$ cat src/design/gcpu_pkg.sv
`timescale 1ns / 1ps
`default_nettype none

package gcpu_pkg;

   localparam int PLANE_COUNT = 6;
   localparam int PLANE_W     = 8;
   localparam int PHASE_W     = 16;
   localparam int ORDER_W     = 8;
   localparam int ABS_OUT_W   = 24;

   localparam logic [PLANE_W-1:0] THRESHOLD_RESET = 8'd80;

   // pi and 2pi in Q32
   localparam logic [35:0] PI_Q32     = 36'h3243F6A88;
   localparam logic [35:0] TWO_PI_Q32 = 36'h6487ED511;

   typedef logic [PLANE_COUNT-1:0][PLANE_W-1:0] plane_array_type;

   typedef enum logic [1:0] {
      ADJ_NONE  = 2'd0,
      ADJ_RAISE = 2'd1,
      ADJ_LOWER = 2'd2
   } adjust_type;

   typedef struct packed {
      logic [ORDER_W-1:0] order;
      adjust_type         adjust;
   } order_result_type;

endpackage

`default_nettype wire

$ cat src/design/gray_code_phase_unwrap_top.sv
`timescale 1ns / 1ps
`default_nettype none

// channel  dir  handshake                    payload
// req      in   req_tvalid / req_tready      tdata: planes 0..5, wrapped phase; tuser: row start
// rsp      out  rsp_tvalid / rsp_tready      tdata: absolute phase, order; tuser: adjustment
// csr      in   csr_wr_en (no wait)          csr_wr_data: binarize threshold
//
// One pixel per cycle sustained while rsp_tready stays high; a low rsp_tready stalls the stages.
// The rate is set by the order feedback: previous raw phase and order update with each pixel.
// Stages: input register, decode and raw multiply, order correction, output multiply.
// Each stage loads when it is empty or the next one moves, so bubbles close under stall.
// Synchronous reset clears valids, the threshold (to 80) and the row tracking state.

module gray_code_phase_unwrap_top #(
   parameter int GRAY_BITS       = 6,
   parameter int PHASE_FRAC_BITS = 13
) (
   input  wire logic        clock,
   input  wire logic        reset,
   input  wire logic        req_tvalid,
   output logic             req_tready,
   input  wire logic [63:0] req_tdata,   // gray_plane_0..gray_plane_5, wrapped phase
   input  wire logic [0:0]  req_tuser,   // row_start
   output logic             rsp_tvalid,
   input  wire logic        rsp_tready,
   output logic [31:0]      rsp_tdata,   // absolute_phase, phase_order
   output logic [1:0]       rsp_tuser,   // adjustment
   input  wire logic        csr_wr_en,
   input  wire logic [7:0]  csr_wr_data
);

   localparam int         SHIFT      = 32 - PHASE_FRAC_BITS;
   localparam logic [63:0] ROUND     = 64'd1 << (SHIFT - 1);
   localparam logic [63:0] PI_VAL    = (64'(gcpu_pkg::PI_Q32) + ROUND) >> SHIFT;
   localparam logic [63:0] TWO_PI_VAL = (64'(gcpu_pkg::TWO_PI_Q32) + ROUND) >> SHIFT;
   localparam logic [63:0] PHASE_MAX = (64'd1 << gcpu_pkg::PHASE_W) - 64'd1;
   localparam logic [63:0] RAW_MAX   =
      ((64'd1 << GRAY_BITS) - 64'd1) * TWO_PI_VAL + PHASE_MAX;
   localparam logic [63:0] ABS_MAX   =
      ((64'd1 << gcpu_pkg::ORDER_W) - 64'd1) * TWO_PI_VAL + PHASE_MAX;
   localparam int         RAW_W      = $clog2(RAW_MAX + 64'd1);
   localparam int         ABS_W      = $clog2(ABS_MAX + 64'd1);
   localparam logic [RAW_W-1:0] PI_RAW     = RAW_W'(PI_VAL);
   localparam logic [RAW_W-1:0] TWO_PI_RAW = RAW_W'(TWO_PI_VAL);
   localparam logic [ABS_W-1:0] TWO_PI_ABS = ABS_W'(TWO_PI_VAL);

   localparam int PLANE_BITS = gcpu_pkg::PLANE_COUNT * gcpu_pkg::PLANE_W;

   logic [gcpu_pkg::PLANE_W-1:0]   threshold_ff;

   logic                           s1_valid_ff;
   logic                           s1_row_ff;
   gcpu_pkg::plane_array_type      s1_planes_ff;
   logic [gcpu_pkg::PHASE_W-1:0]   s1_theta_ff;

   logic                           s2_valid_ff;
   logic                           s2_row_ff;
   logic [GRAY_BITS-1:0]           s2_k_ff;
   logic [RAW_W-1:0]               s2_raw_ff;
   logic [gcpu_pkg::PHASE_W-1:0]   s2_theta_ff;

   logic                           s3_valid_ff;
   gcpu_pkg::order_result_type     s3_result_ff;
   logic [gcpu_pkg::PHASE_W-1:0]   s3_theta_ff;

   logic                           out_valid_ff;
   logic [gcpu_pkg::ABS_OUT_W-1:0] out_abs_ff;
   logic [gcpu_pkg::ORDER_W-1:0]   out_order_ff;
   gcpu_pkg::adjust_type           out_adjust_ff;

   logic                           out_ready;
   logic                           s3_ready;
   logic                           s2_ready;
   logic                           s1_ready;
   logic [GRAY_BITS-1:0]           k_in;
   logic [RAW_W-1:0]               raw_in;
   gcpu_pkg::order_result_type     result_in;
   logic [ABS_W-1:0]               abs_in;

   assign out_ready  = !out_valid_ff || rsp_tready;
   assign s3_ready   = !s3_valid_ff || out_ready;
   assign s2_ready   = !s2_valid_ff || s3_ready;
   assign s1_ready   = !s1_valid_ff || s2_ready;
   assign req_tready = s1_ready;

   always_ff @(posedge clock) begin
      if (reset) begin
         threshold_ff <= gcpu_pkg::THRESHOLD_RESET;
      end else if (csr_wr_en) begin
         threshold_ff <= csr_wr_data;
      end
   end

   // input register
   always_ff @(posedge clock) begin
      if (reset) begin
         s1_valid_ff <= 1'b0;
      end else if (s1_ready) begin
         s1_valid_ff <= req_tvalid;
      end
   end

   always_ff @(posedge clock) begin
      if (req_tvalid && s1_ready) begin
         s1_row_ff    <= req_tuser[0];
         s1_planes_ff <= req_tdata[PLANE_BITS-1:0];
         s1_theta_ff  <= req_tdata[PLANE_BITS +: gcpu_pkg::PHASE_W];
      end
   end

   gcpu_decode #(
      .GRAY_BITS (GRAY_BITS)
   ) u_decode (
      .planes    (s1_planes_ff),
      .threshold (threshold_ff),
      .order     (k_in)
   );

   assign raw_in = RAW_W'(k_in) * TWO_PI_RAW + RAW_W'(s1_theta_ff);

   always_ff @(posedge clock) begin
      if (reset) begin
         s2_valid_ff <= 1'b0;
      end else if (s2_ready) begin
         s2_valid_ff <= s1_valid_ff;
      end
   end

   always_ff @(posedge clock) begin
      if (s1_valid_ff && s2_ready) begin
         s2_row_ff   <= s1_row_ff;
         s2_k_ff     <= k_in;
         s2_raw_ff   <= raw_in;
         s2_theta_ff <= s1_theta_ff;
      end
   end

   gcpu_order_track #(
      .GRAY_BITS (GRAY_BITS),
      .RAW_W     (RAW_W),
      .PI_FIX    (PI_RAW)
   ) u_order_track (
      .clock     (clock),
      .reset     (reset),
      .commit    (s2_valid_ff && s3_ready),
      .row_start (s2_row_ff),
      .k_raw     (s2_k_ff),
      .raw       (s2_raw_ff),
      .result    (result_in)
   );

   always_ff @(posedge clock) begin
      if (reset) begin
         s3_valid_ff <= 1'b0;
      end else if (s3_ready) begin
         s3_valid_ff <= s2_valid_ff;
      end
   end

   always_ff @(posedge clock) begin
      if (s2_valid_ff && s3_ready) begin
         s3_result_ff <= result_in;
         s3_theta_ff  <= s2_theta_ff;
      end
   end

   assign abs_in = ABS_W'(s3_result_ff.order) * TWO_PI_ABS + ABS_W'(s3_theta_ff);

   always_ff @(posedge clock) begin
      if (reset) begin
         out_valid_ff <= 1'b0;
      end else if (out_ready) begin
         out_valid_ff <= s3_valid_ff;
      end
   end

   always_ff @(posedge clock) begin
      if (s3_valid_ff && out_ready) begin
         out_abs_ff    <= gcpu_pkg::ABS_OUT_W'(abs_in);
         out_order_ff  <= s3_result_ff.order;
         out_adjust_ff <= s3_result_ff.adjust;
      end
   end

   assign rsp_tvalid = out_valid_ff;
   assign rsp_tdata  = {out_order_ff, out_abs_ff};
   assign rsp_tuser  = out_adjust_ff;

endmodule

`default_nettype wire

$ cat src/design/gcpu_decode.sv
`timescale 1ns / 1ps
`default_nettype none

module gcpu_decode #(
   parameter int GRAY_BITS = 6
) (
   input  wire gcpu_pkg::plane_array_type        planes,
   input  wire logic [gcpu_pkg::PLANE_W-1:0]     threshold,
   output logic [GRAY_BITS-1:0]                  order
);

   logic [7:0][gcpu_pkg::PLANE_W-1:0] planes_ext;
   logic                              acc;

   // planes past the sixth read as zero
   assign planes_ext = (8 * gcpu_pkg::PLANE_W)'(planes);

   always_comb begin
      acc   = 1'b0;
      order = '0;
      for (int i = 0; i < GRAY_BITS; i++) begin
         acc = acc ^ (planes_ext[i] > threshold);
         order[GRAY_BITS-1-i] = acc;
      end
   end

endmodule

`default_nettype wire

$ cat src/design/gcpu_order_track.sv
`timescale 1ns / 1ps
`default_nettype none

module gcpu_order_track #(
   parameter int               GRAY_BITS = 6,
   parameter int               RAW_W     = 22,
   parameter logic [RAW_W-1:0] PI_FIX    = 22'd25736
) (
   input  wire logic                               clock,
   input  wire logic                               reset,
   input  wire logic                               commit,
   input  wire logic                               row_start,
   input  wire logic [GRAY_BITS-1:0]               k_raw,
   input  wire logic [RAW_W-1:0]                   raw,
   output gcpu_pkg::order_result_type              result
);

   localparam logic [1:0] COL_FULL = 2'd2;

   logic [1:0]                    column_count_ff;
   logic [1:0]                    column_count_in;
   logic [RAW_W-1:0]              prev_raw_ff;
   logic [gcpu_pkg::ORDER_W-1:0]  prev_order_ff;
   logic [1:0]                    col_eff;
   logic                          big_jump;
   logic [gcpu_pkg::ORDER_W:0]    k_ext;
   logic [gcpu_pkg::ORDER_W:0]    prev_ext;

   always_comb begin
      col_eff  = row_start ? 2'd0 : column_count_ff;
      big_jump = ({1'b0, raw} >= ({1'b0, prev_raw_ff} + {1'b0, PI_FIX}));
      k_ext    = (gcpu_pkg::ORDER_W + 1)'(k_raw);
      prev_ext = {1'b0, prev_order_ff};
      result.order  = gcpu_pkg::ORDER_W'(k_raw);
      result.adjust = gcpu_pkg::ADJ_NONE;
      if (col_eff == COL_FULL) begin
         if (big_jump && (k_ext == prev_ext)) begin
            result.order  = prev_order_ff + 8'd1;
            result.adjust = gcpu_pkg::ADJ_RAISE;
         end else if (!big_jump && (k_ext == prev_ext + 9'd1)) begin
            // no wrap on the compare: order 255 never lowers
            result.order  = prev_order_ff;
            result.adjust = gcpu_pkg::ADJ_LOWER;
         end
      end
      column_count_in = (col_eff == COL_FULL) ? col_eff : col_eff + 2'd1;
   end

   always_ff @(posedge clock) begin
      if (reset) begin
         column_count_ff <= 2'd0;
         prev_raw_ff     <= '0;
         prev_order_ff   <= '0;
      end else if (commit) begin
         column_count_ff <= column_count_in;
         prev_raw_ff     <= raw;
         prev_order_ff   <= result.order;
      end
   end

endmodule

`default_nettype wire

$ cat config.mk
export PLATFORM = sky130hd
export DESIGN_NAME = gray_code_phase_unwrap_top
export DESIGN_NICKNAME = d
export VERILOG_FILES = /design/src/design/gcpu_pkg.sv /design/src/design/gray_code_phase_unwrap_top.sv /design/src/design/gcpu_decode.sv /design/src/design/gcpu_order_track.sv
export SDC_FILE = /design/constraint.sdc
export NUM_CORES = 1
export LEC_CHECK = 0
export BUFFER_PORTS_ARGS = -buffer_cell sky130_fd_sc_hd__buf_2
export CORE_MARGIN = 1
export CORE_UTILIZATION = 39
export CTS_BUF_LIST = sky130_fd_sc_hd__clkbuf_8
export DETAILED_ROUTE_END_ITERATION = 10
export PLACE_DENSITY = 0.61
export SETUP_SLACK_MARGIN = 0.1
export SKIP_LAST_GASP = 1
export SLEW_MARGIN = 5
export SYNTH_ARGS = -nofsm -noshare
export SYNTH_HDL_FRONTEND = slang
export SYNTH_SLANG_ARGS = --single-unit
$ cat constraint.sdc
create_clock -name clock -period 13.2 [get_ports clock]
set_input_delay 1.32 -clock clock [delete_from_list [all_inputs] [get_ports clock]]
set_output_delay 1.32 -clock clock [all_outputs]
set_load 0.03 [all_outputs]
[After elaboration in Yosys (flattened, before gate mapping)]
Cells that the tools add are included.
Word-level totals
  bits in registers: 214
  latch bits: 0
  memory bits (writable): 0
  bits in read-only memories: 0
  input port bits: 78
  output and inout port bits: 36
  logic and storage cells: 72
  memories kept: 0
Cells by class
  add/subtract/negate cells: 6
  multiply operators: 2
  divide/modulo/power cells: 0
  magnitude comparators: 7
  equal/unequal tests: 3
  shifts and indexed selects: 0
  muxes and demuxes: 5
  bitwise gates (word level): 6
  reductions and logical operators: 16
Operators with widths (count)
  8-bit > comparator: 6
  10-bit 2-to-1 mux: 3
  24-bit by 16-bit adder with 24-bit output: 1
  22-bit by 15-bit adder with 23-bit output, second input constant: 1
  22-bit by 23-bit >= comparator with 1-bit output: 1
  22-bit by 16-bit adder with 22-bit output: 1
  8-bit by 12-bit multiplier with 20-bit output, second input constant: 1
  6-bit by 12-bit multiplier with 18-bit output, second input constant: 1
  8-bit by 1-bit adder with 9-bit output, second input constant: 1
  6-bit by 9-bit == test with 1-bit output: 1
  8-bit by 1-bit adder with 8-bit output, second input constant: 1
  6-bit by 8-bit == test with 1-bit output: 1
  1-bit logical AND: 6
  1-bit zero test: 5
  1-bit XOR: 5
  1-bit logical OR: 4
  2-bit 2-to-1 mux: 2
  2-bit by 1-bit adder with 2-bit output, second input constant: 1
  2-bit == test, second input constant: 1
  2-bit OR reduction: 1
  1-bit inverter: 1

[Logic depth before layout (Yosys ltp)]
Gate-level depths: netlist (run 1).
  depth after elaboration: 8
  gate-level depth with buffers: 33

[By module]
From an unflattened synthesis (run 1), not the netlist that was laid out.
Second synthesis, totals
  cells, all modules: 1030
  area, all modules: 12492.0 µm²
By module, submodules not included
  gray_code_phase_unwrap_top: instances 1, cells each 578, area an instance 8574.5 µm², sequential area each 5225.0 µm²
  gcpu_order_track: instances 1, cells each 314, area an instance 2683.8 µm², sequential area each 640.6 µm²
  gcpu_decode: instances 1, cells each 138, area an instance 1233.7 µm², sequential area each 0.0 µm²

[Worst setup path after synthesis (run 1)]
OpenSTA, ideal clock, no wires.
  path type: flip-flop to flip-flop
  from: register threshold_ff[1] (netlist name)
  to: register s2_raw_ff[20] (data pin)
  arrival time: 6.383 ns
  data required time: 12.937 ns
  path slack: 6.554 ns
  stages on the path, launching flop included: 31
  buffers on the path: 0
  cell sequence: dfxtp_1 -> inv_1 -> ha_1 -> nor2b_1 -> o21a_1 -> o21ai_0 -> nand2b_1 -> a21oi_1 -> o21ai_0 -> o31a_1 -> ha_1 -> inv_1 -> ha_1 -> inv_1 -> ha_1 -> inv_1 -> ha_1 -> inv_1 -> ha_1 -> inv_1 -> ha_1 -> ha_1 -> ha_1 -> a21o_1 -> a41oi_1 -> xnor2_1 -> ha_1 -> or3_1 -> o31ai_1 -> nor2b_1 -> xor2_1
Between the ends
  cells in the longest elaborated chain, start to end: 8
Ends and longest elaborated chain
  from (decl): RTL line gray_code_phase_unwrap_top.sv:50  | logic [gcpu_pkg::PLANE_W-1:0] threshold_ff;
  from (signal assigned): RTL line gray_code_phase_unwrap_top.sv:89  | threshold_ff <= gcpu_pkg::THRESHOLD_RESET;
  from (signal assigned): RTL line gray_code_phase_unwrap_top.sv:91  | threshold_ff <= csr_wr_data;
  8-bit > comparator: RTL line gcpu_decode.sv:22  | acc = acc ^ (planes_ext[i] > threshold);
  named net k_in[5]: RTL line gray_code_phase_unwrap_top.sv:76  | logic [GRAY_BITS-1:0] k_in;
  1-bit XOR: RTL line gcpu_decode.sv:22
  named net k_in[4]: RTL line gray_code_phase_unwrap_top.sv:76
  1-bit XOR: RTL line gcpu_decode.sv:22
  named net k_in[3]: RTL line gray_code_phase_unwrap_top.sv:76
  1-bit XOR: RTL line gcpu_decode.sv:22
  named net k_in[2]: RTL line gray_code_phase_unwrap_top.sv:76
  1-bit XOR: RTL line gcpu_decode.sv:22
  named net k_in[1]: RTL line gray_code_phase_unwrap_top.sv:76
  1-bit XOR: RTL line gcpu_decode.sv:22
  named net k_in[0]: RTL line gray_code_phase_unwrap_top.sv:76
  6-bit by 12-bit multiplier with 18-bit output: RTL line gray_code_phase_unwrap_top.sv:120  | assign raw_in = RAW_W'(k_in) * TWO_PI_RAW + RAW_W'(s1_theta_ff);
  22-bit by 16-bit adder with 22-bit output: RTL line gray_code_phase_unwrap_top.sv:120
  named net raw_in[20]: RTL line gray_code_phase_unwrap_top.sv:77  | logic [RAW_W-1:0] raw_in;
  to (signal assigned): RTL line gray_code_phase_unwrap_top.sv:134  | s2_raw_ff <= raw_in;
  to (decl): RTL line gray_code_phase_unwrap_top.sv:60  | logic [RAW_W-1:0] s2_raw_ff;
The timed path passes the listed nets, and every way through them passes these cells.
A chain may end at the register's enable or synchronous reset.

[Worst setup path after layout (run 1)]
Ends and elaborated chain as after synthesis.

==> results of run 1 <==
synthesized netlist by cell type, types with 3 or more instances:
master      n
nor3_1     14
nand2_1    85
o211ai_1    9
xor2_1     32
or2_2       4
or3_1       6
nand4_1     7
fa_1       14
o21ai_0    40
o221ai_1    3
xnor2_1    48
dfxtp_1    44
o21a_1     17
nor3b_1     4
buf_1       3
ha_1      168
edfxtp_1  166
a32oi_1     3
nand2b_1   18
and2_1      4
a21o_1     20
o31ai_1     6
a31oi_1     4
inv_1      97
a21oi_1    71
or4_1       3
and4_1      3
and3_1     14
a211oi_1    4
and3b_1     3
nor2_1     54
a21boi_0    9
clkbuf_1   10
nand3_1    31
mux2i_1     6
buf_4       3
nor2b_1    16
cells by family after synthesis:
| logic type | Yosys count | share of synthesized area |
|---|---|---|
| AOI/OAI and AO/OA | 217 | 0.116 |
| xor gates and xnor gates | 80 | 0.0573 |
| adders and majority gates | 182 | 0.195 |
| buffers and inverters | 115 | 0.0364 |
| DFF | 210 | 0.479 |
| muxes | 6 | 0.00491 |
| other | 1 | 0.000307 |
| and+or+nand+nor | 274 | 0.111 |
registers in the layout, summed over array words and instances (netlist names):
register	cells
out_abs_ff	24
out_order_ff	8
rsp_tuser	2
rsp_tvalid	1
s1_planes_ff	48
s1_row_ff	1
s1_theta_ff	16
s1_valid_ff	1
s2_k_ff	6
s2_raw_ff	22
s2_row_ff	1
s2_theta_ff	12
s2_valid_ff	1
s3_result_ff	10
s3_theta_ff	16
s3_valid_ff	1
threshold_ff	8
u_order_track.column_count_ff	2
u_order_track.prev_order_ff	8
u_order_track.prev_raw_ff	22
per-layer routing:
layer | global-route usage | vias up
li1 | - | 4223
met1 | 0.219 | 3933
met2 | 0.264 | 159
met3 | 0.0322 | 26
met4 | 0.0455 | 0
met5 | 0 | -
worst min path at each step:
| stage | from | endpoint | slack [ps] | cells past startpoint |
|---|---|---|---|---|
| finish | s2_theta_ff[5]$_DFFE_PP_ | s3_theta_ff[5]$_DFFE_PP_ | 410 | 0 |
| global route | s2_theta_ff[8]$_DFFE_PP_ | s3_theta_ff[8]$_DFFE_PP_ | 420 | 0 |
| CTS | s2_theta_ff[5]$_DFFE_PP_ | s3_theta_ff[5]$_DFFE_PP_ | 410 | 0 |
| detailed placement | s3_theta_ff[3]$_DFFE_PP_ | out_abs_ff[3]$_DFFE_PP_ | 400 | 0 |
| global placement | s2_theta_ff[10]$_DFFE_PP_ | s3_theta_ff[10]$_DFFE_PP_ | 400 | 0 |
| floorplan | s3_theta_ff[0]$_DFFE_PP_ | out_abs_ff[0]$_DFFE_PP_ | 400 | 0 |
worst max-delay path: cells and delay by family, from the launching register on:
kind | cells | cell delay [ps]
flip-flops | 1 | 310
AO/OA/AOI/OAI | 8 | 1650
AND/OR/NAND/NOR | 4 | 690
XOR/XNOR | 2 | 300
adder cells (fa/ha/maj) | 10 | 3380
buffers and inverters | 6 | 880
stage by stage:
stage                     setup WS, ps  power (mW)
after global placement            6020        2.46
after CTS                         5680        3.08
after floorplan                   6550        2.14
after detailed placement          5680        2.50
after global routing              5150        3.32
final                             5690        3.05
layout make-up:
| cell class | instances | area [µm²] | area share |
|---|---|---|---|
| repair buffers | 117 | 596 | 0.0426 |
| flip-flops and latches | 210 | 5870 | 0.420 |
| multi-input cells | 760 | 5950 | 0.426 |
| well taps | 396 | 495 | 0.0355 |
| inverters | 97 | 364 | 0.0261 |
| clock inverters | 28 | 139 | 0.00994 |
| clock buffers | 41 | 564 | 0.0404 |
report_power, final:
group          leakage, nW  total [mW]  switching [mW]  internal (mW)
Clock                0.422       0.567           0.262          0.305
Sequential            1.93       0.922          0.0500          0.872
Combinational         3.56        1.57           0.870          0.695
Total                 5.92        3.05            1.18           1.87
==> impl_metrics.json, run 1 <==
{
  "outcome": "finished with violations",
  "violations": "DRC",
  "root_buffer": "clkbuf_8",
  "slowest_stage": "ha_1",
  "rrSetupSlack_ps": 5690,
  "layout_common_cells": "168 x ha_1, 166 x edfxtp_1, 113 x buf_2, 111 x inv_1, 85 x nand2_1",
  "gp_congestion": 0.867,
  "die_y_um": 179,
  "arrival_ps": 7760,
  "clk_pin_slew_ps": 60,
  "area_delta_synth_final_pct": 14.2,
  "synth_area_per_cell_um2": 11.3,
  "worstPathMaxFanout": 7,
  "grt_pass1_vias": 7881,
  "htreeDepth": 2,
  "vdd_drop_max_uv": 190,
  "fillers": 2921,
  "clock_sinks": 210,
  "cpMostUsedCell": "ha_1",
  "async_flop_share": 0,
  "yosysWarnings": 0,
  "hold_viol": 0,
  "place_inst": 1580,
  "synth_top_area_cell": "edfxtp_1",
  "final_common_cell": "ha_1",
  "dpl-instance-area_um2": 13300,
  "drive_gt1_frac": 0.145,
  "critPathLaunch": "threshold_ff[1]$_SDFFE_PP0P_",
  "r2r_cells": 30,
  "antenna_cells": 0,
  "clockBufferDepth": 3,
  "post_cts_buffers": 0,
  "stdcell_area_um2": 14000,
  "drt_first_pass_iters": 8,
  "hold_slack_ps": 407,
  "yosys_register_bits": 210,
  "wl_met3_mm": 1.15,
  "yosysSeqAreaShare": 0.479,
  "cp-start-kind": "register",
  "netlist_top_cells_area": "edfxtp_1 41%, ha_1 17%, dfxtp_1 7.2%, xnor2_1 3.4%, inv_1 3.0%",
  "synth_nets": 1345,
  "fin_skew_ps": 20.6,
  "vias": 8341,
  "design.portCount": 114,
  "insertion_delay_ps": 530,
  "timing.final.crit_period_ps": 7510,
  "setup_tns_ps": 0,
  "syn_inst": 1085,
  "initialDrtViolationCount": 454,
  "final_antenna_net_count": 0,
  "cp.required_ps": 13450,
  "die_w_um": 179,
  "cap_viol_max_count": 0,
  "coreArea_um2": 30700,
  "antenna_found_initial": 0,
  "row_count": 64,
  "cts_tree": "built",
  "p_per_area_nw_per_um2": 219,
  "critPathKind": "reg -> reg",
  "wl_met2_mm": 12.0,
  "grt_max_degree": 61,
  "tightest_slew_ps": 1030,
  "synth_flop_cell": "edfxtp_1",
  "worstSetupEndpointType": "register",
  "cts_resized": 0,
  "rsz0062_at_grt": "no",
  "max_stage_delay_ps": 410,
  "utilization": 0.454,
  "rr_startpoint": "threshold_ff[1]$_SDFFE_PP0P_",
  "fmax_ghz": 0.133,
  "hp-class": "reg -> reg",
  "synth.distinct_cells": 69,
  "period_share": 0.569,
  "r2r_end": "s2_raw_ff[20]$_DFFE_PP_",
  "post_drt_wl_per_cell_um": 15.5,
  "top_layer_used": "met4",
  "layout.cells.non_filler": 1649,
  "start_util": 0.398,
  "synth_edf_count": 166,
  "dieArea_um2": 32100,
  "power_leakage_nw": 5.92,
  "vias_per_cell": 5.06,
  "slew-limit-headroom": 0.313,
  "drcViolationCount": 6,
  "met1Wirelength_mm": 12.1,
  "worstSetupEndpoint": "s2_raw_ff[20]$_DFFE_PP_",
  "dpl.hpwl_mm": 19.0,
  "synth_top_cell_area_share": 0.407,
  "grt_pass1_wl_mm": 40.7,
  "wirelength_mm": 25.6,
  "finalNetCount": 1484,
  "drv_slew": 0,
  "netlist_area_um2": 12200,
  "grt.overflow.total": 0,
  "setup_violations": 0,
  "holdBufCountCts": 0,
  "cts_buffers": 38,
  "grtUsageTotal": 0.162,
  "io_buffers": 113
}
No activity file was read; power rests on OpenSTA's default activity.
==> run 2: changes to the inputs <==
Settings changed: ABC_AREA set to 1, PLACE_DENSITY 0.61 to 0.63.
Clock period 13.2 ns to 6.3 ns, I/O delays scaled along.
==> impl_metrics.json, run 2 <==
{
  "outcome": "finished, final reports clean",
  "power_leakage_nw": 6.66,
  "synth_flop_cell": "edfxtp_1",
  "synth_nets": 1546,
  "drv_slew": 0,
  "grt_max_degree": 66,
  "synth_area_per_cell_um2": 9.77,
  "vdd_drop_max_uv": 342,
  "layout.cells.non_filler": 1889,
  "post_synth_and_or_nand_nor_area_fraction": 0.142,
  "yosys-top-cells-count": "212 x nand2_1, 202 x inv_1, 168 x ha_1",
  "drcViolationCount": 0,
  "yosysMostFrequentCell": "nand2_1",
  "synth_xor_area_frac": 0.0516,
  "start_util": 0.397,
  "syn_inst": 1286,
  "die_y_um": 181,
  "synth_compound_area_frac": 0.0842,
  "grt_pass1_wl_mm": 44.4,
  "finalNetCount": 1720,
  "synth_top_family_by_area": "adder cells",
  "vias_per_cell": 4.97,
  "netlist_top_cells_area": "edfxtp_1 40%, ha_1 17%, dfxtp_1 7.0%, nand2_1 6.3%, inv_1 6.0%",
  "yosys.area_share.adder": 0.190,
  "grt.overflow.total": 0,
  "insertion_delay_ps": 550,
  "rrSetupSlack_ps": 370,
  "yosysSeqAreaShare": 0.467,
  "r2r_end": "s2_raw_ff[20]$_DFFE_PP_",
  "tightest_slew_ps": 972,
  "antenna_cells": 0,
  "r2r_cells": 33,
  "antenna_found_initial": 1,
  "crit_buf_inv": 9,
  "largest_reg_flops": 48,
  "async_flop_share": 0,
  "final_antenna_net_count": 0,
  "htreeDepth": 2,
  "area_delta_synth_final_pct": 18.0,
  "arrival_ps": 6210,
  "cp_num_cells": 33,
  "clockBufferDepth": 3,
  "p_per_area_nw_per_um2": 444,
  "cts_buffers": 39,
  "cpMostUsedCell": "inv_1",
  "synth_top_area_cell": "edfxtp_1",
  "drive_gt1_frac": 0.171,
  "rr_startpoint": "threshold_ff[3]$_SDFFE_PP0P_",
  "timing.final.crit_period_ps": 5930,
  "cp-start-kind": "register",
  "slowest_stage": "fa_2",
  "dpl-instance-area_um2": 13800,
  "synth_top_cell_area_share": 0.397,
  "coreArea_um2": 31600,
  "netlist_area_um2": 12600,
  "post_drt_wl_per_cell_um": 14.8,
  "hold_viol": 0,
  "worstPathMaxFanout": 5,
  "clock_sinks": 210,
  "grtUsageTotal": 0.169,
  "cp.required_ps": 6570,
  "yosys_register_bits": 210,
  "hold_path_depth": 1,
  "cts_tree": "built",
  "stdcell_area_um2": 14800,
  "wirelength_mm": 27.9,
  "dpl.hpwl_mm": 20.9,
  "crit_family": "adder cells",
  "fmax_ghz": 0.169,
  "die_w_um": 181,
  "clk_pin_slew_ps": 60,
  "worstSetupEndpointType": "register",
  "largest-register": "s1_planes_ff",
  "synth.distinct_cells": 44,
  "critPathLaunch": "threshold_ff[3]$_SDFFE_PP0P_",
  "hp-class": "in -> reg",
  "io_buffers": 113,
  "cap_viol_max_count": 0,
  "vias": 9385,
  "final_common_cell": "inv_1",
  "root_buffer": "clkbuf_8",
  "fin_skew_ps": 31.3,
  "muxShareOfSynthArea": 0,
  "row_count": 65,
  "design.portCount": 114,
  "reg.largest.list": "s1_planes_ff: 48 flops, out_abs_ff: 24 flops",
  "rsz0062_at_grt": "no",
  "setup_violations": 0,
  "worstHoldStart": "req_tdata[37]",
  "max_stage_delay_ps": 420,
  "synth_edf_count": 166,
  "slew-limit-headroom": 0.350,
  "period_share": 0.942,
  "place_inst": 1811,
  "min_to": "s1_planes_ff[37]$_DFFE_PP_",
  "dieArea_um2": 32900,
  "layout_common_cells": "213 x inv_1, 211 x nand2_1, 166 x edfxtp_1, 154 x ha_1, 113 x buf_2",
  "yosysWarnings": 0,
  "grt_pass1_vias": 9103,
  "initialDrtViolationCount": 375,
  "drt_first_pass_iters": 5,
  "gp_congestion": 0.890,
  "critPathKind": "reg -> reg"
}
## run 2: cell count changes after synthesis, sizes merged, moves of 21 or more
cell,previous run,this run
a21oi,71,102
inv,97,204
nand2,85,217
nand3,31,64
nor2,54,86
o21ai,40,61
xnor2,48,24
## run 2: kinds of logic after synthesis
group / count (synthesis)
DFF: 210
xor gates and xnor gates: 74
buffers and inverters: 217
AOI/OAI and AO/OA: 193
and+or+nand+nor: 409
adders and majority gates: 182
other: 1
## run 2: layout make-up
cell class | count | area, µm²
Sequential cell | 210 | 5870
Clock inverter | 23 | 91.3
Tap cell | 402 | 503
Inverter | 206 | 773
Fill cell | 2924 | 16800
Multi-Input combinational cell | 859 | 6170
Timing Repair Buffer | 144 | 798
Clock buffer | 45 | 619
## run 2: how the worst max path moves through the flow
stage / end / slack, ps
floorplan: s2_raw_ff[20]$_DFFE_PP_ / 150
global placement: s2_raw_ff[20]$_DFFE_PP_ / 120
detailed placement: s2_raw_ff[20]$_DFFE_PP_ / -140
CTS: s2_raw_ff[20]$_DFFE_PP_ / 150
global route: s2_raw_ff[20]$_DFFE_PP_ / 30
finish: s2_raw_ff[20]$_DFFE_PP_ / 370
## run 2: report_power, final
part	internal, mW	leakage, nW	switching (mW)
sequential	1.80	1.93	0.0776
clock	0.645	0.425	0.550
combinational	1.47	4.30	2.04
## run 2: metal layers
layer,vias to the layer above,GRT usage,wire [µm]
li1,4724,-,-
met2,191,0.291,13500
met4,0,0.0668,784
met1,4414,0.208,12300
met5,-,0,0
met3,56,0.0345,1280
## run 2: timing repair
item,4_1_cts,5_1_grt
setup endpoints to repair,3,7
buffers inserted,7,3
pin swaps,3,9
hold buffers,0,0
resized for setup,9,34
## run 2: stage by stage
stage          power (mW)  hold WS [ps]  setup TNS [ps]   util  worst slack [ps]
4_1_cts              6.43           220               0  0.461               150
3_5_place_dp         4.98           405            -155  0.435              -141
2_1_floorplan        4.24           400               0      -               146
6_report             6.58           254               0  0.468               368
5_1_grt              7.14           236               0  0.468              26.5
3_3_place_gp         4.86           402               0  0.435               125
==> run 3: changes to the inputs <==
Settings changed: PLACE_DENSITY 0.63 to 0.59.
==> impl_metrics.json, run 3 (synthesized netlist as in run 2, its figures left out) <==
{
  "outcome": "finished, final reports clean",
  "arrival_ps": 6190,
  "setup_violations": 0,
  "root_buffer": "clkbuf_8",
  "antenna_found_initial": 0,
  "power_mw": 6.54,
  "slowest_stage": "edfxtp_1",
  "clockBufferDepth": 3,
  "fmax_ghz": 0.169,
  "grt.overflow.total": 0,
  "drv_slew": 0,
  "tightest_slew_ps": 1000,
  "io_buffers": 113,
  "largest_reg_flops": 48,
  "cp.required_ps": 6580,
  "gp_congestion": 0.887,
  "insertion_delay_ps": 540,
  "final_common_cell": "inv_1",
  "clock_sinks": 210,
  "drive_gt1_frac": 0.158,
  "start_util": 0.397,
  "cts_tree": "built",
  "cp-start-kind": "register",
  "area_delta_synth_final_pct": 17.2,
  "initialDrtViolationCount": 555,
  "stdcell_area_um2": 14700,
  "finalNetCount": 1716,
  "vias_per_cell": 4.81,
  "cts_buffers": 37,
  "vdd_drop_max_uv": 336,
  "fillers": 2938,
  "worstPathMaxFanout": 5,
  "grt_max_degree": 49,
  "fin_skew_ps": 34.0,
  "die_w_um": 181,
  "slew-limit-headroom": 0.330,
  "grtUsageTotal": 0.168,
  "vias": 9077,
  "drcViolationCount": 0,
  "final.setup.worst_slack_ps": 388,
  "dieArea_um2": 32900,
  "rsz0062_at_grt": "yes",
  "hold_slack_ps": 266,
  "max_stage_delay_ps": 380,
  "layout_common_cells": "218 x inv_1, 211 x nand2_1, 166 x edfxtp_1, 162 x ha_1, 113 x buf_2",
  "wirelength_mm": 27.3,
  "hold_viol": 0,
  "dpl-instance-area_um2": 13800,
  "p_per_area_nw_per_um2": 444,
  "post_drt_wl_per_cell_um": 14.5,
  "reg.largest.list": "s1_planes_ff: 48 flops, out_abs_ff: 24 flops",
  "largest-register": "s1_planes_ff",
  "coreArea_um2": 31600,
  "cap_viol_max_count": 0,
  "power_leakage_nw": 6.66,
  "antenna_cells": 0,
  "final_antenna_net_count": 0,
  "htreeDepth": 2,
  "worstSetupEndpointType": "register",
  "grt_pass1_vias": 8978,
  "row_count": 65,
  "hp-class": "in -> reg",
  "critPathKind": "reg -> reg",
  "clk_pin_slew_ps": 60,
  "period_share": 0.938,
  "place_ws_ps": 51.8,
  "dpl.hpwl_mm": 20.8,
  "grt_pass1_wl_mm": 43.9,
  "die_y_um": 181,
  "timing.final.crit_period_ps": 5910,
  "design.portCount": 114,
  "drt_first_pass_iters": 5,
  "setup_tns_ps": 0
}
==> run 3: power breakdown <==
part / internal [mW] / switching [mW]
clock: 0.725 / 0.553
combinational: 1.40 / 1.98
sequential: 1.80 / 0.0783
==> run 3: metrics by stage <==
step                       util  std cells
after floorplan               -       1286
after global placement    0.436       1815
after detailed placement  0.436       1815
after CTS                 0.461       1883
after global routing      0.465       1887
final                     0.465       1887
==> run 3: area by class of cell <==
| cell class | instances | area (µm²) | share of cell area |
|---|---|---|---|
| inverter | 206 | 773 | 0.0525 |
| clock inverter | 27 | 195 | 0.0133 |
| timing repair buffer | 142 | 783 | 0.0532 |
| clock buffer | 41 | 564 | 0.0383 |
| tap | 402 | 503 | 0.0342 |
| sequential | 210 | 5870 | 0.398 |
| multi-input combinational | 859 | 6040 | 0.410 |
==> run 3: worst paths after layout <==
kind                              from                         end  slack [ps]  cells past startpoint
max reg2reg  s1_planes_ff[5]$_DFFE_PP_     s2_raw_ff[18]$_DFFE_PP_         390                     30
min                      req_tdata[42]  s1_planes_ff[42]$_DFFE_PP_         270                      1
min reg2reg   s2_theta_ff[6]$_DFFE_PP_    s3_theta_ff[6]$_DFFE_PP_         390                      0
max          s1_planes_ff[5]$_DFFE_PP_     s2_raw_ff[18]$_DFFE_PP_         390                     30
==> run 3: worst max-delay path: cells and delay by family (launching register included) <==
family                   cells  cell delay (ps)
flip-flops                   1              380
XOR/XNOR                     2              240
AO/OA/AOI/OAI                5              780
AND/OR/NAND/NOR              8              970
buffers and inverters        5              400
adder cells (fa/ha/maj)     10             2880
==> run 3: routing by layer <==
layer  wire length [µm]  vias to the layer above  GRT usage  part of all wire
met4                862                        0     0.0654             0.032
met3               1030                       54     0.0291             0.038
met5                  0                        -          0                 0
met2              12400                      153      0.273              0.45
met1              13000                     4159      0.222              0.48
li1                   -                     4711          -                 -
==> run 3: what timing repair did <==
item / CTS / global route
buffers inserted: 0 / 4
pin swaps: 0 / 7
resized for setup: 1 / 21
setup endpoints to repair: 1 / 6
hold buffers: 0 / 0
